`config.mk`:
```
export PLATFORM = sky130hd
export DESIGN_NAME = cartridge_bank_mapper_flat
export DESIGN_NICKNAME = d
export VERILOG_FILES = /design/src/cbm_pkg.sv /design/src/cbm_access_if.sv /design/src/cbm_result_if.sv /design/src/cbm_decode.sv /design/src/cbm_bank_regs.sv /design/src/cartridge_bank_mapper.sv /design/src/flat_wrapper.sv
export SDC_FILE = /design/constraint.sdc
export NUM_CORES = 1
export LEC_CHECK = 0
export BUFFER_PORTS_ARGS = -buffer_cell sky130_fd_sc_hd__buf_2
export CORE_UTILIZATION = 28
export DETAILED_ROUTE_END_ITERATION = 16
export GPL_ROUTABILITY_DRIVEN = 0
export SYNTH_ARGS = -nofsm -noshare
export SYNTH_HDL_FRONTEND = slang
export SYNTH_SLANG_ARGS = --single-unit
```
`constraint.sdc`:
```
create_clock -name i_clk -period 10 [get_ports i_clk]
set_clock_uncertainty 0.2 [all_clocks]
set_input_delay 1 -clock i_clk [delete_from_list [all_inputs] [get_ports i_clk]]
set_output_delay 1 -clock i_clk [all_outputs]
set_load 0.02 [all_outputs]
```
`src/cbm_pkg.sv`:
```
// Package for the cartridge bank mapper: codes, limits and shared structs.
// Depends on nothing; every other file of the block imports it.
package cbm_pkg;

    // Largest bank counts the mapper supports.
    localparam logic [9:0] MAX_ROM_BANKS = 10'd512;
    localparam logic [4:0] MAX_RAM_BANKS = 5'd16;

    // Controller kinds (configuration register 0).
    localparam logic [2:0] KIND_NONE = 3'd0;
    localparam logic [2:0] KIND_MBC1 = 3'd1;
    localparam logic [2:0] KIND_MBC2 = 3'd2;
    localparam logic [2:0] KIND_MBC3 = 3'd3;
    localparam logic [2:0] KIND_MBC5 = 3'd4;

    // Configuration register indexes.
    localparam logic [1:0] CFG_KIND      = 2'd0;
    localparam logic [1:0] CFG_ROM_COUNT = 2'd1;
    localparam logic [1:0] CFG_RAM_COUNT = 2'd2;
    localparam logic [1:0] CFG_BATTERY   = 2'd3;

    // Result targets.
    localparam logic [2:0] TGT_NONE      = 3'd0;
    localparam logic [2:0] TGT_ROM_READ  = 3'd1;
    localparam logic [2:0] TGT_RAM_READ  = 3'd2;
    localparam logic [2:0] TGT_RAM_WRITE = 3'd3;
    localparam logic [2:0] TGT_OPEN_BUS  = 3'd4;

    // Result status codes.
    localparam logic [1:0] ST_OK        = 2'd0;
    localparam logic [1:0] ST_BAD_BANK  = 2'd1;
    localparam logic [1:0] ST_OUT_BOUND = 2'd2;

    // Data value that enables external RAM (low nibble).
    localparam logic [3:0] RAM_ENABLE_KEY = 4'hA;

    typedef struct packed {
        logic [2:0] kind;
        logic [9:0] rom_count;
        logic [4:0] ram_count;
        logic       battery;
    } t_cfg;

    typedef struct packed {
        logic       ram_enabled;
        logic [8:0] rom_page;
        logic [3:0] ram_bank;
        logic       advanced_mode;
        logic       ram_dirty;
    } t_bank_state;

    typedef struct packed {
        logic        mode;
        logic [15:0] bus_address;
        logic [7:0]  write_data;
    } t_access;

    typedef struct packed {
        logic [2:0]  target;
        logic [22:0] phys_address;
        logic [7:0]  ram_write_byte;
        logic [1:0]  status;
        logic        save_request;
    } t_result;

endpackage

```
`src/cbm_access_if.sv`:
```
// Request channel carrying one CPU bus access into the bank mapper.
// Depends on cbm_pkg for nothing but style consistency of field widths.
interface cbm_access_if;
    import cbm_pkg::*;

    logic        valid;
    logic        ready;
    logic        mode;
    logic [15:0] bus_address;
    logic [7:0]  write_data;

    modport source (output valid, output mode, output bus_address, output write_data,
                    input ready);
    modport sink   (input valid, input mode, input bus_address, input write_data,
                    output ready);
endinterface

```
`src/cbm_result_if.sv`:
```
// Request channel carrying one mapping result out of the bank mapper.
// Field widths follow the result struct of cbm_pkg.
interface cbm_result_if;
    import cbm_pkg::*;

    logic        valid;
    logic        ready;
    logic [2:0]  target;
    logic [22:0] phys_address;
    logic [7:0]  ram_write_byte;
    logic [1:0]  status;
    logic        save_request;

    modport source (output valid, output target, output phys_address,
                    output ram_write_byte, output status, output save_request,
                    input ready);
    modport sink   (input valid, input target, input phys_address,
                    input ram_write_byte, input status, input save_request,
                    output ready);
endinterface

```
`src/cbm_decode.sv`:
```
// Combinational mapping of one access: bank register writes and address translation.
// Depends on cbm_pkg for the configuration, state, access and result structs.
module cbm_decode (
    input  cbm_pkg::t_cfg        i_cfg,
    input  cbm_pkg::t_bank_state i_state,
    input  cbm_pkg::t_access     i_acc,
    output cbm_pkg::t_bank_state o_next,
    output cbm_pkg::t_result     o_res
);
    import cbm_pkg::*;

    logic [9:0] w_rom_cnt;
    logic [4:0] w_ram_cnt;
    logic       w_en;
    logic [7:0] w_d;
    logic [15:0] w_a;
    logic [4:0] w_nz5;
    logic [3:0] w_nz4;
    logic [6:0] w_nz7;
    logic       w_rom_req;
    logic [8:0] w_rom_val;
    logic       w_ram_req;
    logic [3:0] w_ram_val;

    assign w_rom_cnt = (i_cfg.rom_count > MAX_ROM_BANKS) ? MAX_ROM_BANKS : i_cfg.rom_count;
    assign w_ram_cnt = (i_cfg.ram_count > MAX_RAM_BANKS) ? MAX_RAM_BANKS : i_cfg.ram_count;
    assign w_d       = i_acc.write_data;
    assign w_a       = i_acc.bus_address;
    assign w_en      = (w_d[3:0] == RAM_ENABLE_KEY);
    // A zero bank field selects bank 1 on MBC1, MBC2 and MBC3.
    assign w_nz5     = (w_d[4:0] == 5'd0) ? 5'd1 : w_d[4:0];
    assign w_nz4     = (w_d[3:0] == 4'd0) ? 4'd1 : w_d[3:0];
    assign w_nz7     = (w_d[6:0] == 7'd0) ? 7'd1 : w_d[6:0];

    always_comb begin
        o_next    = i_state;
        o_res     = '0;
        w_rom_req = 1'b0;
        w_rom_val = i_state.rom_page;
        w_ram_req = 1'b0;
        w_ram_val = '0;

        if (!w_a[15]) begin
            if (i_acc.mode) begin
                case (i_cfg.kind)
                    KIND_MBC1: begin
                        case (w_a[14:13])
                            2'd0: o_next.ram_enabled = w_en;
                            2'd1: begin
                                w_rom_req = 1'b1;
                                w_rom_val = {i_state.rom_page[8:5], w_nz5};
                            end
                            2'd2: begin
                                if (i_state.advanced_mode) begin
                                    if (w_ram_cnt == 5'd4) begin
                                        w_ram_req = 1'b1;
                                        w_ram_val = {2'b00, w_d[1:0]};
                                    end else if (w_rom_cnt > 10'd32) begin
                                        w_rom_req = 1'b1;
                                        w_rom_val = {i_state.rom_page[8:7], w_d[1:0],
                                                     i_state.rom_page[4:0]};
                                    end
                                end
                            end
                            default: begin
                                o_next.advanced_mode = w_d[0];
                                if (w_d[0] && (w_ram_cnt == 5'd4)) begin
                                    w_ram_req = 1'b1;
                                    w_ram_val = {2'b00, w_d[1:0]};
                                end
                            end
                        endcase
                    end
                    KIND_MBC2: begin
                        if (!w_a[14]) begin
                            if (w_a[8]) begin
                                w_rom_req = 1'b1;
                                w_rom_val = {5'd0, w_nz4};
                            end else begin
                                o_next.ram_enabled = w_en;
                            end
                        end
                    end
                    KIND_MBC3: begin
                        case (w_a[14:13])
                            2'd0: o_next.ram_enabled = w_en;
                            2'd1: begin
                                w_rom_req = 1'b1;
                                w_rom_val = {2'b00, w_nz7};
                            end
                            2'd2: begin
                                if (w_d <= 8'd3) begin
                                    w_ram_req = 1'b1;
                                    w_ram_val = {2'b00, w_d[1:0]};
                                end
                            end
                            default: ;
                        endcase
                    end
                    KIND_MBC5: begin
                        case (w_a[14:13])
                            2'd0: o_next.ram_enabled = w_en;
                            2'd1: begin
                                w_rom_req = 1'b1;
                                if (!w_a[12]) begin
                                    w_rom_val = {i_state.rom_page[8], w_d};
                                end else begin
                                    w_rom_val = {w_d[0], i_state.rom_page[7:0]};
                                end
                            end
                            2'd2: begin
                                w_ram_req = 1'b1;
                                w_ram_val = w_d[3:0];
                            end
                            default: ;
                        endcase
                    end
                    default: ;
                endcase

                // Out-of-range bank numbers are rejected and leave the bank as it was.
                if (w_rom_req) begin
                    if ({1'b0, w_rom_val} >= w_rom_cnt) begin
                        o_res.status = ST_BAD_BANK;
                    end else begin
                        o_next.rom_page = w_rom_val;
                    end
                end
                if (w_ram_req) begin
                    if ({1'b0, w_ram_val} >= w_ram_cnt) begin
                        o_res.status = ST_BAD_BANK;
                    end else begin
                        o_next.ram_bank    = w_ram_val;
                        o_res.save_request = i_cfg.battery & i_state.ram_dirty;
                    end
                end
            end else begin
                o_res.target = TGT_ROM_READ;
                if (w_a[14]) begin
                    o_res.phys_address = {i_state.rom_page, w_a[13:0]};
                end else begin
                    o_res.phys_address = {9'd0, w_a[13:0]};
                end
            end
        end else if (w_a[15:13] == 3'b101) begin
            if (!(i_state.ram_enabled && (w_ram_cnt != 5'd0))) begin
                o_res.target = i_acc.mode ? TGT_NONE : TGT_OPEN_BUS;
            end else begin
                o_res.phys_address = {6'd0, i_state.ram_bank, w_a[12:0]};
                if (i_acc.mode) begin
                    o_res.target         = TGT_RAM_WRITE;
                    o_res.ram_write_byte = w_d;
                    if (i_cfg.battery) begin
                        o_next.ram_dirty = 1'b1;
                    end
                end else begin
                    o_res.target = TGT_RAM_READ;
                end
            end
        end else begin
            o_res.status = ST_OUT_BOUND;
        end
    end

endmodule

```
`src/cbm_bank_regs.sv`:
```
// Bank state registers of the mapper: RAM enable, ROM and RAM bank, mode and dirty mark.
// Depends on cbm_pkg for the bank state struct.
module cbm_bank_regs (
    input  logic                 i_clk,
    input  logic                 i_rst_n,
    input  logic                 i_update,
    input  cbm_pkg::t_bank_state i_next,
    output cbm_pkg::t_bank_state o_state
);
    import cbm_pkg::*;

    t_bank_state r_state;

    always_ff @(posedge i_clk) begin
        if (!i_rst_n) begin
            r_state.ram_enabled   <= 1'b0;
            r_state.rom_page      <= 9'd1;
            r_state.ram_bank      <= 4'd0;
            r_state.advanced_mode <= 1'b0;
            r_state.ram_dirty     <= 1'b0;
        end else if (i_update) begin
            r_state <= i_next;
        end
    end

    assign o_state = r_state;

endmodule

```
`src/cartridge_bank_mapper.sv`:
```
// Top level of the cartridge bank mapper: input register, decode and result register.
// Depends on cbm_pkg, cbm_access_if, cbm_result_if, cbm_decode and cbm_bank_regs.
//
// Usage: each request on i_acc is one CPU bus access (mode, bus_address,
// write_data). For every accepted request exactly one result request leaves on
// o_res, in order, with the target (ROM read, RAM read, RAM write, open bus or
// none), the physical byte address, the byte to store, a status and a save flag.
// Writes below 0x8000 program the bank registers; the new banks apply to the
// very next access.
// An accepted request sits in the input register; when the result register can
// take a value, the decode and bank update land in the result register.
// Throughput is one access per cycle while the receiver does not stall,
// set by the single decode pass between those two registers; the bank state is
// updated in the same cycle the result is registered, so back-to-back accesses
// see each other's writes.
// When the receiver stalls, the result register holds and the input register
// still takes one more request; after that i_acc.ready drops until o_res moves.
// Configuration is written through i_cfg_we/i_cfg_index/i_cfg_data while idle.
// Synchronous active-low reset empties both registers, restores the bank
// state (ROM bank 1, RAM disabled, bank 0, simple mode, clean) and the
// configuration defaults (no banking, 2 ROM banks, no RAM, no battery).
module cartridge_bank_mapper (
    input  logic        i_clk,
    input  logic        i_rst_n,
    input  logic        i_cfg_we,
    input  logic [1:0]  i_cfg_index,
    input  logic [9:0]  i_cfg_data,
    cbm_access_if.sink  i_acc,
    cbm_result_if.source o_res
);
    import cbm_pkg::*;

    t_cfg        r_cfg;
    t_access     r_acc;
    logic        r_in_vld;
    t_result     r_res;
    logic        r_out_vld;
    t_bank_state w_state;
    t_bank_state w_next;
    t_result     w_res;
    logic        w_adv;
    logic        w_in_ready;

    // The result register can take a new value when it is empty or being drained.
    assign w_adv      = !r_out_vld || o_res.ready;
    assign w_in_ready = !r_in_vld || w_adv;
    assign i_acc.ready = w_in_ready;

    // Configuration registers.
    always_ff @(posedge i_clk) begin
        if (!i_rst_n) begin
            r_cfg.kind      <= KIND_NONE;
            r_cfg.rom_count <= 10'd2;
            r_cfg.ram_count <= 5'd0;
            r_cfg.battery   <= 1'b0;
        end else if (i_cfg_we) begin
            case (i_cfg_index)
                CFG_KIND:      r_cfg.kind      <= i_cfg_data[2:0];
                CFG_ROM_COUNT: r_cfg.rom_count <= i_cfg_data;
                CFG_RAM_COUNT: r_cfg.ram_count <= i_cfg_data[4:0];
                CFG_BATTERY:   r_cfg.battery   <= i_cfg_data[0];
                default: ;
            endcase
        end
    end

    // Valid bits of the two pipeline registers.
    always_ff @(posedge i_clk) begin
        if (!i_rst_n) begin
            r_in_vld  <= 1'b0;
            r_out_vld <= 1'b0;
        end else begin
            if (w_in_ready) begin
                r_in_vld <= i_acc.valid;
            end
            if (w_adv) begin
                r_out_vld <= r_in_vld;
            end
        end
    end

    // Payload registers.
    always_ff @(posedge i_clk) begin
        if (i_acc.valid && w_in_ready) begin
            r_acc.mode        <= i_acc.mode;
            r_acc.bus_address <= i_acc.bus_address;
            r_acc.write_data  <= i_acc.write_data;
        end
        if (w_adv && r_in_vld) begin
            r_res <= w_res;
        end
    end

    cbm_decode u_decode (
        .i_cfg   (r_cfg),
        .i_state (w_state),
        .i_acc   (r_acc),
        .o_next  (w_next),
        .o_res   (w_res)
    );

    // The bank state moves only when the access in the input register is retired.
    cbm_bank_regs u_bank_regs (
        .i_clk    (i_clk),
        .i_rst_n  (i_rst_n),
        .i_update (w_adv && r_in_vld),
        .i_next   (w_next),
        .o_state  (w_state)
    );

    assign o_res.valid          = r_out_vld;
    assign o_res.target         = r_res.target;
    assign o_res.phys_address   = r_res.phys_address;
    assign o_res.ram_write_byte = r_res.ram_write_byte;
    assign o_res.status         = r_res.status;
    assign o_res.save_request   = r_res.save_request;

    // A rejected bank number or an unmapped address never reaches a store.
    a_status_no_target: assert property (@(posedge i_clk) disable iff (!i_rst_n)
        (r_out_vld && (r_res.status != ST_OK)) |-> (r_res.target == TGT_NONE))
        else $error("result with error status carries a target");

    // The dirty mark is set only by a retired RAM write.
    a_dirty_from_write: assert property (@(posedge i_clk) disable iff (!i_rst_n)
        $rose(w_state.ram_dirty) |->
            $past(w_adv && r_in_vld && (w_res.target == TGT_RAM_WRITE)))
        else $error("dirty mark set without a RAM write");

    // A result appears only for an access that sat in the input register.
    a_result_has_source: assert property (@(posedge i_clk) disable iff (!i_rst_n)
        $rose(r_out_vld) |-> $past(r_in_vld))
        else $error("result valid without an accepted access");

endmodule

```
`src/flat_wrapper.sv`:
```
// flat-port wrapper written by rule: the top's interface ports become plain ports
module cartridge_bank_mapper_flat import cbm_pkg::*;
  (i_clk, i_rst_n, i_cfg_we, i_cfg_index, i_cfg_data, i_acc_valid, i_acc_mode, i_acc_bus_address, i_acc_write_data, i_acc_ready, o_res_valid, o_res_target, o_res_phys_address, o_res_ram_write_byte, o_res_status, o_res_save_request, o_res_ready);
  cbm_access_if i_acc_i ();
  cbm_result_if o_res_i ();
  input  logic i_clk;
  input  logic i_rst_n;
  input  logic i_cfg_we;
  input  logic [1:0] i_cfg_index;
  input  logic [9:0] i_cfg_data;
  input wire logic [$bits(i_acc_i.valid)-1:0] i_acc_valid;
  input wire logic [$bits(i_acc_i.mode)-1:0] i_acc_mode;
  input wire logic [$bits(i_acc_i.bus_address)-1:0] i_acc_bus_address;
  input wire logic [$bits(i_acc_i.write_data)-1:0] i_acc_write_data;
  output wire logic [$bits(i_acc_i.ready)-1:0] i_acc_ready;
  output wire logic [$bits(o_res_i.valid)-1:0] o_res_valid;
  output wire logic [$bits(o_res_i.target)-1:0] o_res_target;
  output wire logic [$bits(o_res_i.phys_address)-1:0] o_res_phys_address;
  output wire logic [$bits(o_res_i.ram_write_byte)-1:0] o_res_ram_write_byte;
  output wire logic [$bits(o_res_i.status)-1:0] o_res_status;
  output wire logic [$bits(o_res_i.save_request)-1:0] o_res_save_request;
  input wire logic [$bits(o_res_i.ready)-1:0] o_res_ready;
  assign i_acc_i.valid = i_acc_valid;
  assign i_acc_i.mode = i_acc_mode;
  assign i_acc_i.bus_address = i_acc_bus_address;
  assign i_acc_i.write_data = i_acc_write_data;
  assign i_acc_ready = i_acc_i.ready;
  assign o_res_valid = o_res_i.valid;
  assign o_res_target = o_res_i.target;
  assign o_res_phys_address = o_res_i.phys_address;
  assign o_res_ram_write_byte = o_res_i.ram_write_byte;
  assign o_res_status = o_res_i.status;
  assign o_res_save_request = o_res_i.save_request;
  assign o_res_i.ready = o_res_ready;
  cartridge_bank_mapper u_core (.i_clk(i_clk), .i_rst_n(i_rst_n), .i_cfg_we(i_cfg_we), .i_cfg_index(i_cfg_index), .i_cfg_data(i_cfg_data), .i_acc(i_acc_i), .o_res(o_res_i));
endmodule
```
# [After elaboration in Yosys (flattened, before gate mapping)]
# Cells that the tools add are included.
[op_classes] n_bitwise=7 reduce_logical=30 order_cmp=6 muxes=68 eq_ne=15
[op_table] cell="$mux 9" count=7
[op_table] cell="$pmux 9 s4" count=1
[op_table] cell="$mux 34" count=1
[op_table] cell="$mux 7" count=4
[op_table] cell="$mux 26" count=1
[op_table] cell="$mux 25" count=1
[op_table] cell="$mux 24" count=1
[op_table] cell="$mux 1" count=23
[op_table] cell="$mux 23" count=1
[op_table] cell="$mux 2" count=8
[op_table] cell="$mux 4" count=4
[op_table] cell="$reduce_and 5->1" count=3
[op_table] cell="$pmux 7 s2" count=1
[op_table] cell="$mux 3" count=4
[op_table] cell="$pmux 4 s3" count=1
[op_table] cell="$ge 9x10->1" count=1
[op_table] cell="$gt 10x10->1 const B" count=1
[op_table] cell="$gt 10x6->1 const B" count=1
[op_table] cell="$mux 10" count=1
[op_table] cell="$mux 5" count=2
[op_table] cell="$le 8x2->1 const B" count=1
[op_table] cell="$mux 8" count=1
[op_table] cell="$reduce_and 2->1" count=4
[op_table] cell="$logic_not 7->1" count=1
[op_table] cell="30 further kinds" count=52
[word_totals] elab_cells=145 inputBits=42 ff_bits=99 output_inout_bits=39

# [Logic depth before layout (Yosys ltp)]
# Gate-level depths: netlist of the first run.
[depth] ltp_word=17 depth_mapped=15 mapped_depth_nobuf=15

# [Cells and area by module]
# Synthesis of the first run repeated with hierarchy kept, for this count alone.
[unflattened] cells_unflattened=425 area_unflattened_um2=4904.7
[by_module_without_submodules] module="cartridge_bank_mapper" instances=1 seq_area_each_um2=2282.2 cells_per_inst=147 area_per_inst_um2=2686.3
[by_module_without_submodules] module="cbm_decode" instances=1 seq_area_each_um2=0.0 cells_per_inst=227 area_per_inst_um2=1605.3
[by_module_without_submodules] module="cbm_bank_regs" instances=1 seq_area_each_um2=320.3 cells_per_inst=51 area_per_inst_um2=613.1

# [Least setup slack after synthesis of the first run]
# No wires, ideal clock.
[synth_path] path_type="input to register" from="input port o_res_ready" to="register u_core.r_res (netlist bit u_core.o_res.phys_address[0]) (enable)" t_arrival_ps=2775 path_slack_ps=6587 t_required_ps=9363 setup_time_ps=437 cell_stages=2 path_buffers=0 cell_sequence="nor2b_1 nor2b_1"
[synth_between] elab_chain_len=2
[synth_rtl] item="from (decl)" line_no="flat_wrapper.sv:22" text="input wire logic [$bits(o_res_i.ready)-1:0] o_res_ready;"
[synth_rtl] item="$logic_or 1x1->1" line_no="cartridge_bank_mapper.sv:45" text="assign w_adv = !r_out_vld || o_res.ready;"
[synth_rtl] item="$logic_and 1x1->1"
[synth_rtl] item="via u_core.u_bank_regs.i_update" line_no="cbm_bank_regs.sv:6" text="input logic i_update,"
[synth_rtl] item="to (signal assigned)" line_no="cartridge_bank_mapper.sv:90" text="r_res <= w_res;"
[synth_rtl] item="to (decl)" line_no="cartridge_bank_mapper.sv:36" text="t_result r_res;"
# The timed path passes the listed nets, and every way through them passes these cells.
# A chain may end at the register's enable or synchronous reset.

# [Final worst setup path of the first run]
[layout_path] from="register u_core.r_acc[22] (netlist name)" to="register u_core.u_bank_regs.r_state (netlist bit u_core.u_bank_regs.o_state[7])"
[layout_between] elab_chain_len=8 elab_cells_between_ends=18 classes_between="1 x order compare; 2 x eq/ne; 13 x mux; 1 x bitwise; 1 x reduce/logical"
[layout_rtl] item="from (decl)" line_no="cartridge_bank_mapper.sv:34" text="t_access r_acc;"
[layout_rtl] item="$eq 2x2->1 / $eq 2x1->1 (equally long branches)" line_no="cbm_decode.sv:47, cbm_decode.sv:85, cbm_decode.sv:101"
[layout_rtl] item="$pmux 7 s2 (tied with other cells)" line_no="cbm_decode.sv:47" text="case (w_a[14:13])"
[layout_rtl] item="$pmux 9 s4" line_no="cbm_decode.sv:45" text="case (i_cfg.kind)"
[layout_rtl] item="$mux 9" line_no="cbm_decode.sv:44" text="if (i_acc.mode) begin"
[layout_rtl] item="$mux 9" line_no="cbm_decode.sv:43" text="if (!w_a[15]) begin"
[layout_rtl] item="$ge 9x10->1" line_no="cbm_decode.sv:123" text="if ({1'b0, w_rom_val} >= w_rom_cnt) begin"
[layout_rtl] item="$not 1->1 (no line)"
[layout_rtl] item="$reduce_and 5->1 (no line)"
[layout_rtl] item="to (signal assigned)" line_no="cbm_bank_regs.sv:22" text="r_state <= i_next;"
[layout_rtl] item="to (decl)" line_no="cbm_bank_regs.sv:12" text="t_bank_state r_state;"
# Parallel ways exist; a longest one is shown, timed or not. The select of a mux whose other input is x is not followed.

==> flow_summary.yaml, run 1 <==
layout:
  nNetsFinal: 540
  area_growth_pct: 20.2
  drive_gt1_share_pct: 22.7
  layout_commonest_cell: "buf_2"
  final_core_util_pct: 34.3
  finalInstanceArea_mm2: 0.00544
  diodes: 0
  layout_common_cells: "buf_2 (80), edfxtp_1 (62), nand2_1 (44)"
logic_synthesis:
  synth-simple-area-share_pct: 21.1
  synth-seq-cells: 99
  syn_inst: 404
  async_reset_ff_share_pct: 0
  synth_top_family_by_area: "simple AND/OR/NAND/NOR gates"
  yosysSeqAreaShare_pct: 57.5
  synth_area_mm2: 0.00452
  muxShareOfSynthArea_pct: 3.10
  yosys.area_share.adder_pct: 4.98
  ys_types: 57
  synth-edff-count: 62
  synth-compound-area-share_pct: 11.1
  yosys_most_used_dff: "edfxtp_1"
  avgSynthCellArea_um2: 11.2
  synth_fp_nets: 464
  synth_warnings: 0
  synthXorXnorAreaFrac_pct: 0
timing:
  final_max_slew_viol_count: 0
  finalHoldViolations: 0
  worst_pin_slew_ns: 1.13
  rsz0062_at_grt: "false"
  finalCritPeriodShare_pct: 40.7
  hold_ws_ns: 0.273
  fmax_mhz: 246
  min_period_ns: 4.07
  fin_tns_setup_ns: 0
  setup_viol: 0
  max-slew-margin-rel_pct: 24.3
place:
  io_buffers: 80
  place_area_mm2: 0.00514
  hpwl_um: 7940
worst_setup_path:
  rr_worst_depth: 13
  crit_arrival_ns: 4.09
  critical_path_class: "flop to flop"
  timing.rr.start: "u_core.r_acc[22]"
  startpoint: "u_core.r_acc[22]"
  startpoint_type: "flop"
  crit_path_max_fanout: 13
  r2r_setup_slack_ns: 5.93
  r2r-end: "u_core.u_bank_regs.o_state[7]"
  endpoint_kind: "flop"
  crit_end: "u_core.u_bank_regs.o_state[7]"
  critPathRequiredTime_ns: 10.01
die:
  dieArea_mm2: 0.0167
  die_h_um: 129
  rows: 46
  fp.coreArea_mm2: 0.0158
  initial_core_util_pct: 28.6
  io_pins: 81
  fp.dieW_um: 129
clock_tree:
  cts_tree: "built"
  cts-resized-gates: 0
  cts_hold_buf: 0
  root_buffer: "clkbuf_16"
  cts_setup_buffers: 0
  cts_buffer_depth: 2
  clock_latency_ns: 0.35
  htree_levels: 3
  cts_buffers: 9
  clk_pin_slew_ns: 0.07
  cts.sinks: 99
pwr:
  ir_drop_uv: 79.7
  p_total_uw: 874
  p_leak_uw: 0.00214
  pwr_density_cell_mw_per_mm2: 161
route:
  vias: 3359
  wl_per_cell_um: 15.4
  drt_iter0_drc: 199
  antenna_left: 0
  post-route-drc-count: 0
  drt-vias-per-instance: 4.79
  drt_wl_total_um: 10800
  drtPass1Iterations: 5
global_routing:
  grt-ovfl-total: 0
  grtUsageTotal_pct: 13.3
  grt_pass1_vias: 3255
  grt_pass1_wl_um: 16900
  grt_max_degree: 39
  grt_antenna_before_repair: 0
outcome:
  outcome: "finished clean"
worst_hold_path:
  min_path_type: "flop to flop"
  min_delay_path_depth: 2
run:
  max_cap_violations: 0
[cell usage after synthesis, drive strengths merged, types with 2 or more instances]
master / n / area share (%)
or2: 3 / 0.41
o31ai: 2 / 0.33
a21o: 2 / 0.33
a21oi: 18 / 2.0
nand3: 6 / 0.66
nand2: 45 / 3.8
dfxtp: 37 / 16
ha: 18 / 5.0
nor3: 12 / 1.3
nor4: 3 / 0.55
or3: 2 / 0.28
nor2: 29 / 2.6
and3: 16 / 2.2
and2: 19 / 2.6
inv: 10 / 0.83
nand4: 2 / 0.28
a211o: 3 / 0.58
a32o: 3 / 0.66
o21ai: 12 / 1.4
a211oi: 4 / 0.77
edfxtp: 62 / 41
o22ai: 6 / 0.83
clkbuf: 10 / 0.83
o41ai: 2 / 0.55
a222oi: 2 / 0.44
nor3b: 5 / 0.94
mux2i: 14 / 3.1
or4: 3 / 0.66
a32oi: 2 / 0.39
buf: 5 / 0.50
nor2b: 10 / 1.4
a22o: 7 / 1.4
nand3b: 4 / 0.66
nand2b: 14 / 1.9
[registers in the layout (all words and copies together), names as in the netlist]
register and cells:
u_core.o_res.save_request 1, u_core.r_acc 25, u_core.o_res.phys_address 23, u_core.o_res.status 2, u_core.r_cfg 19, u_core.o_res.valid 1
u_core.u_bank_regs.o_state 16, u_core.o_res.ram_write_byte 8, u_core.r_in_vld 1, u_core.o_res.target 3
[area by class of cell]
cell class,count,area (um2)
clock buffers,10,239
clock inverters,6,55.1
fillers,1574,10400
inverters,10,37.5
multi-input cells,280,1830
flip-flops and latches,99,2600
well taps,216,270
repair buffers,80,400
[logic make-up (layout without fill, tap and decap cells)]
logic type / count (synthesis) / count (layout)
AO/OA/AOI/OAI: 71 / 71
flip-flops: 99 / 99
multiplexers: 14 / 14
AND/OR/NAND/NOR: 177 / 177
buffers and inverters: 25 / 106
adder cells (fa/ha/maj): 18 / 18
[worst max-delay path: stages, from the launching register on]
cell and delay [ns]:
edfxtp_1 0.55, inv_1 0.19, ha_1 0.42, nor2b_1 0.18, o22ai_1 0.12, a211o_1 0.35, a32oi_1 0.35, ha_1 0.31
nor2b_1 0.13, o21ai_0 0.11, a41oi_1 0.35, o41ai_2 0.17, nor3_1 0.35, o22ai_1 0.17
[metal layers]
layer	vias up	global-route usage, %	share of wire (%)
li1	1640	-	-
met1	1584	17.2	44
met3	26	3.18	6.3
met5	-	0	0
met2	109	21.0	47
met4	0	6.44	2.9
[power breakdown]
part | switching (uW) | total (uW) | internal [uW]
sequential | 12.1 | 463 | 450
combinational | 43.2 | 68.8 | 25.5
clock | 162 | 343 | 181
total | 217 | 874 | 656
[worst min-delay path by stage]
stage	startpoint	to	slack (ns)
final	u_core.u_bank_regs.o_state[4]	u_core.u_bank_regs.o_state[4]	0.27
after global routing	u_core.r_cfg[12]	u_core.r_cfg[12]	0.30
after CTS	u_core.u_bank_regs.o_state[0]	u_core.u_bank_regs.o_state[0]	0.27
after detailed placement	u_core.u_bank_regs.o_state[0]	u_core.u_bank_regs.o_state[0]	0.26
after global placement	u_core.u_bank_regs.o_state[2]	u_core.u_bank_regs.o_state[2]	0.24
after floorplan	u_core.u_bank_regs.o_state[2]	u_core.u_bank_regs.o_state[2]	0.24
[per-stage QoR]
stage	cells	worst slack, ns
after CTS	701	6.01
after detailed placement	685	6.03
after global routing	701	5.58
after global placement	685	6.25
after floorplan	404	6.59
final	701	5.93
Note: power is estimated with default switching activity, not from simulation.
==> run 2, diff against run 1 <==
- clock period: 10 -> 3.4 ns (I/O delays scaled with it)
==> flow_summary.yaml, run 2 (synthesis results as in run 1) <==
clock_tree:
  cts_buffers: 9
  root_buffer: "clkbuf_16"
  clk_pin_slew_ns: 0.07
  cts_buffer_depth: 2
  clock_latency_ns: 0.35
  htree_levels: 3
  cts.sinks: 99
  cts_tree: "built"
place:
  io_buffers: 80
  hpwl_um: 8460
  place_ws_ns: -0.209
die:
  fp.dieW_um: 129
  initial_core_util_pct: 28.6
  dieArea_mm2: 0.0167
  io_pins: 81
  rows: 46
  die_h_um: 129
  fp.coreArea_mm2: 0.0158
route:
  wl_per_cell_um: 15.4
  drt_iter0_drc: 203
  post-route-drc-count: 0
  drtPass1Iterations: 4
  antenna_left: 0
  drt_wl_total_um: 11800
  drt-vias-per-instance: 4.73
  vias: 3627
worst_setup_path:
  critPathBufInv: 6
  cpPeakStageDelay_ns: 0.47
  crit_path_max_fanout: 4
  path_cells: "buf_6, ha_4, a2111oi_4, o21ai_2, a222oi_1, inv_1, ha_4, inv_2, o21ai_2, a41oi_2, buf_4, o41ai_4, buf_4, buf_6, nor3_4, o22ai_1"
  startpoint_type: "flop"
  cpLargestDelayFamily: "compound AO/OA/AOI/OAI gates"
  critPathSlowestCell: "a222oi_1"
  critical_path_class: "flop to flop"
  endpoint_kind: "flop"
  crit_arrival_ns: 3.71
  critPathRequiredTime_ns: 3.46
pwr:
  ir_drop_uv: 274
  p_clk_share_pct: 40.4
  p_leak_uw: 0.00251
  pwr_density_cell_mw_per_mm2: 442
  sw_frac_of_total_pct: 23.7
  p_int_uw: 2110
  seq_power_share_pct: 49.0
  netSwitchingPower_uw: 653
  pwr-share-comb_pct: 10.6
timing:
  fmax_mhz: 274
  finalHoldViolations: 0
  finalCritPeriodShare_pct: 107
  rsz0062_at_grt: "true"
  fin_tns_setup_ns: -1.85
  final_max_slew_viol_count: 0
  worst_pin_slew_ns: 1.10
  setup_viol: 10
  max-slew-margin-rel_pct: 26.6
  setup_ws_ns: -0.249
  hold_ws_ns: 0.0224
  min_period_ns: 3.65
worst_hold_path:
  min_path_type: "input pin to flop"
layout:
  drive_gt1_share_pct: 32.3
  diodes: 0
  final_core_util_pct: 39.4
  nNetsFinal: 607
  largest_reg_flops: 25
  layout_commonest_cell: "buf_2"
  layout_common_cells: "buf_2 (80), edfxtp_1 (62), nand2_1 (43)"
  regMostFlops: "u_core.r_acc"
  area_growth_pct: 37.9
global_routing:
  grt_antenna_before_repair: 0
  grt_max_degree: 39
  grt-ovfl-total: 0
  grt_pass1_wl_um: 18100
  grt_pass1_vias: 3580
  grtUsageTotal_pct: 14.4
outcome:
  outcome: "finished with violations"
  violations: "negative setup slack"
run:
  max_cap_violations: 0
==> run 2: path summary, 6_finish.rpt <==
kind	start	to	slack [ns]	cells after the start
hold / removal	i_acc_valid	u_core.r_in_vld	0.02	3
setup reg to reg	u_core.r_acc[21]	u_core.u_bank_regs.o_state[8]	-0.25	16
hold reg to reg	u_core.u_bank_regs.o_state[2]	u_core.u_bank_regs.o_state[2]	0.26	2
setup / recovery	u_core.r_acc[21]	u_core.u_bank_regs.o_state[8]	-0.25	16
==> run 2: power groups by stage <==
stage	clock, uW	sequential, uW	combinational, uW
6_report	1120	1350	292
5_1_grt	1180	1360	316
4_1_cts	1140	1350	275
3_5_place_dp	0	1380	236
3_3_place_gp	0	1380	231
2_1_floorplan	0	1400	107
==> run 2: routing by layer <==
| metal | global-route usage (%) | part of all wire (%) |
|---|---|---|
| met1 | 17.8 | 42 |
| met2 | 24.4 | 50 |
| met3 | 2.52 | 5.5 |
| met4 | 6.71 | 2.0 |
| met5 | 0 | 0 |
==> run 2: worst reg2reg max path: stages, from the launching register on <==
cell	delay, ns
edfxtp_1	0.45
buf_6	0.16
ha_4	0.18
a2111oi_4	0.35
o21ai_2	0.12
a222oi_1	0.47
inv_1	0.15
ha_4	0.31
inv_2	0.03
o21ai_2	0.13
a41oi_2	0.06
buf_4	0.17
o41ai_4	0.24
buf_4	0.19
buf_6	0.11
nor3_4	0.04
o22ai_1	0.21
==> run 2: area by class of cell <==
| cell class | count | area, um2 |
|---|---|---|
| sequential | 99 | 2600 |
| inverter | 10 | 37.5 |
| clock buffer | 9 | 225 |
| tap | 216 | 270 |
| multi-input combinational | 280 | 2020 |
| timing repair buffer | 147 | 985 |
| fill | 1525 | 9590 |
| clock inverter | 6 | 96.3 |
==> run 2: timing repair <==
item / in CTS / in global routing
pin swaps: 8 / 10
endpoints found under the setup margin: 10 / 10
hold buffers: 25 / 0
hold endpoints to repair: 25 / 0
resized for setup: 23 / 23
setup buffers: 6 / 6
==> run 2: through the flow <==
stage	instance area (um2)	instances	total power (uW)
detailed placement	5370	715	1610
CTS	6080	761	2770
floorplan	4520	404	1500
finish	6240	767	2760
global route	6240	767	2860
global placement	5370	715	1610
==> run 3, diff against run 2 <==
--- a/config.mk
+++ b/config.mk
@@ -10,4 +10,5 @@
 export DETAILED_ROUTE_END_ITERATION = 16
 export GPL_ROUTABILITY_DRIVEN = 0
+export SKIP_CTS_REPAIR_TIMING = 1
 export SYNTH_ARGS = -nofsm -noshare
 export SYNTH_HDL_FRONTEND = slang
==> constraint.sdc (replaced) <==
create_clock -name i_clk -period 3.4 [get_ports i_clk]
set_clock_uncertainty 0.2 [all_clocks]
set_input_delay 0.17 -clock i_clk [delete_from_list [all_inputs] [get_ports i_clk]]
set_output_delay 0.17 -clock i_clk [all_outputs]
set_load 0.02 [all_outputs]
==> flow_summary.yaml, run 3 (synthesis results as in run 1) <==
layout:
  finalNonFillerCells: 778
  regMostFlops: "u_core.r_acc"
  drive_gt1_share_pct: 31.0
  largest_reg_flops: 25
  layout_common_cells: "buf_2 (80), edfxtp_1 (62), nand2_1 (44)"
  nNetsFinal: 617
  area_growth_pct: 38.7
  diodes: 0
  final_core_util_pct: 39.6
  layout_commonest_cell: "buf_2"
worst_setup_path:
  crit_arrival_ns: 3.53
  critPathSlowestCell: "edfxtp_1"
  crit_path_max_fanout: 4
  endpoint_kind: "flop"
  critPathRequiredTime_ns: 3.42
  critical_path_class: "flop to flop"
  cpPeakStageDelay_ns: 0.45
  path_cells: "buf_6, ha_4, a2111oi_4, o21ai_2, a222oi_1, inv_1, ha_4, nor3_4, o21ai_2, a41oi_2, buf_4, o41ai_4, nor3_1, o22ai_1"
  startpoint_type: "flop"
timing:
  worst_pin_slew_ns: 1.11
  fin_tns_setup_ns: -0.812
  fmax_mhz: 285
  rsz0062_at_grt: "true"
  hold_ws_ns: -0.0309
  final_max_slew_viol_count: 0
  setup_ws_ns: -0.110
  finalCritPeriodShare_pct: 103
  max-slew-margin-rel_pct: 25.8
  min_period_ns: 3.51
  finalHoldViolations: 1
  setup_viol: 9
clock_tree:
  clk_pin_slew_ns: 0.07
  cts.sinks: 99
  cts_buffer_depth: 2
  root_buffer: "clkbuf_16"
  htree_levels: 3
  cts_tree: "built"
  clock_latency_ns: 0.35
  cts_buffers: 9
pwr:
  netSwitchingPower_uw: 666
  seq_power_share_pct: 51.2
  sw_frac_of_total_pct: 25.2
  p_clk_share_pct: 37.4
  p_int_uw: 1970
  p_total_uw: 2640
  pwr_density_cell_mw_per_mm2: 421
  p_leak_uw: 0.00251
  ir_drop_uv: 209
  pwr-share-comb_pct: 11.4
place:
  placed_cells: 714
  place_ws_ns: -0.193
  io_buffers: 80
  hpwl_um: 8260
route:
  drt-vias-per-instance: 4.70
  vias: 3660
  post-route-drc-count: 0
  drtPass1Iterations: 4
  antenna_left: 0
  drt_iter0_drc: 191
  wl_per_cell_um: 15.3
  drt_wl_total_um: 11900
global_routing:
  grt_pass1_wl_um: 17100
  grt_antenna_before_repair: 0
  grt-ovfl-total: 0
  grtUsageTotal_pct: 13.7
  grt_pass1_vias: 3319
  grt_max_degree: 39
die:
  io_pins: 81
  fp.dieW_um: 129
  rows: 46
  initial_core_util_pct: 28.6
  die_h_um: 129
  dieArea_mm2: 0.0167
  fp.coreArea_mm2: 0.0158
outcome:
  outcome: "finished with violations"
  violations: "negative hold slack, negative setup slack"
worst_hold_path:
  min_path_type: "input pin to flop"
run:
  max_cap_violations: 0
-- run 3: changes by cell type in the layout (fill, tap and decap cells not counted), sizes merged --
cell and delta:
buf -2, bufinv -2, clkbuf +1, clkinv +3, clkinvlp -1, dlygate4sd3 +12
-- run 3: final cells by class --
type	count	area [um2]
fillers	1519	9550
repair buffers	157	1080
flip-flops and latches	99	2600
clock inverters	6	55.1
multi-input cells	280	2000
well taps	216	270
inverters	10	37.5
clock buffers	10	229
-- run 3: critical path: cells and delay by family (launching register included) --
kind                       cells  cell delay [ns]
adders and majority gates      2             0.36
buffers and inverters          3             0.48
and+or+nand+nor                2             0.48
AOI/OAI and AO/OA              7             1.39
DFF                            1             0.45
-- run 3: stage by stage --
step	hold WS, ns	area (um2)
floorplan	0.0689	4520
global placement	0.148	5360
detailed placement	0.148	5360
CTS	-0.219	5640
global route	0.0106	6270
finish	-0.0309	6270
-- run 3: path summary, 6_finish.rpt --
path	startpoint	to	slack (ns)	depth (start not counted)
setup / recovery	u_core.r_acc[21]	u_core.u_bank_regs.o_state[7]	-0.11	14
hold / removal	o_res_ready	u_core.o_res.valid	-0.03	4
setup reg to reg	u_core.r_acc[21]	u_core.u_bank_regs.o_state[7]	-0.11	14
hold reg to reg	u_core.u_bank_regs.o_state[2]	u_core.u_bank_regs.o_state[2]	0.27	2
-- run 3: layer usage --
layer / wire, um / vias to the layer above / GRT usage (%)
met5: 0 / - / 0
met1: 5100 / 1748 / 17.3
li1: - / 1794 / -
met2: 5910 / 95 / 22.4
met3: 592 / 23 / 3.30
met4: 323 / 0 / 5.61
-- run 3: power by group through the flow --
stage / clock network, uW / registers (uW) / logic, uW
global route: 1060 / 1360 / 324
floorplan: 0 / 1400 / 107
finish: 987 / 1350 / 301
CTS: 1010 / 1350 / 235
global placement: 0 / 1380 / 230
detailed placement: 0 / 1380 / 234
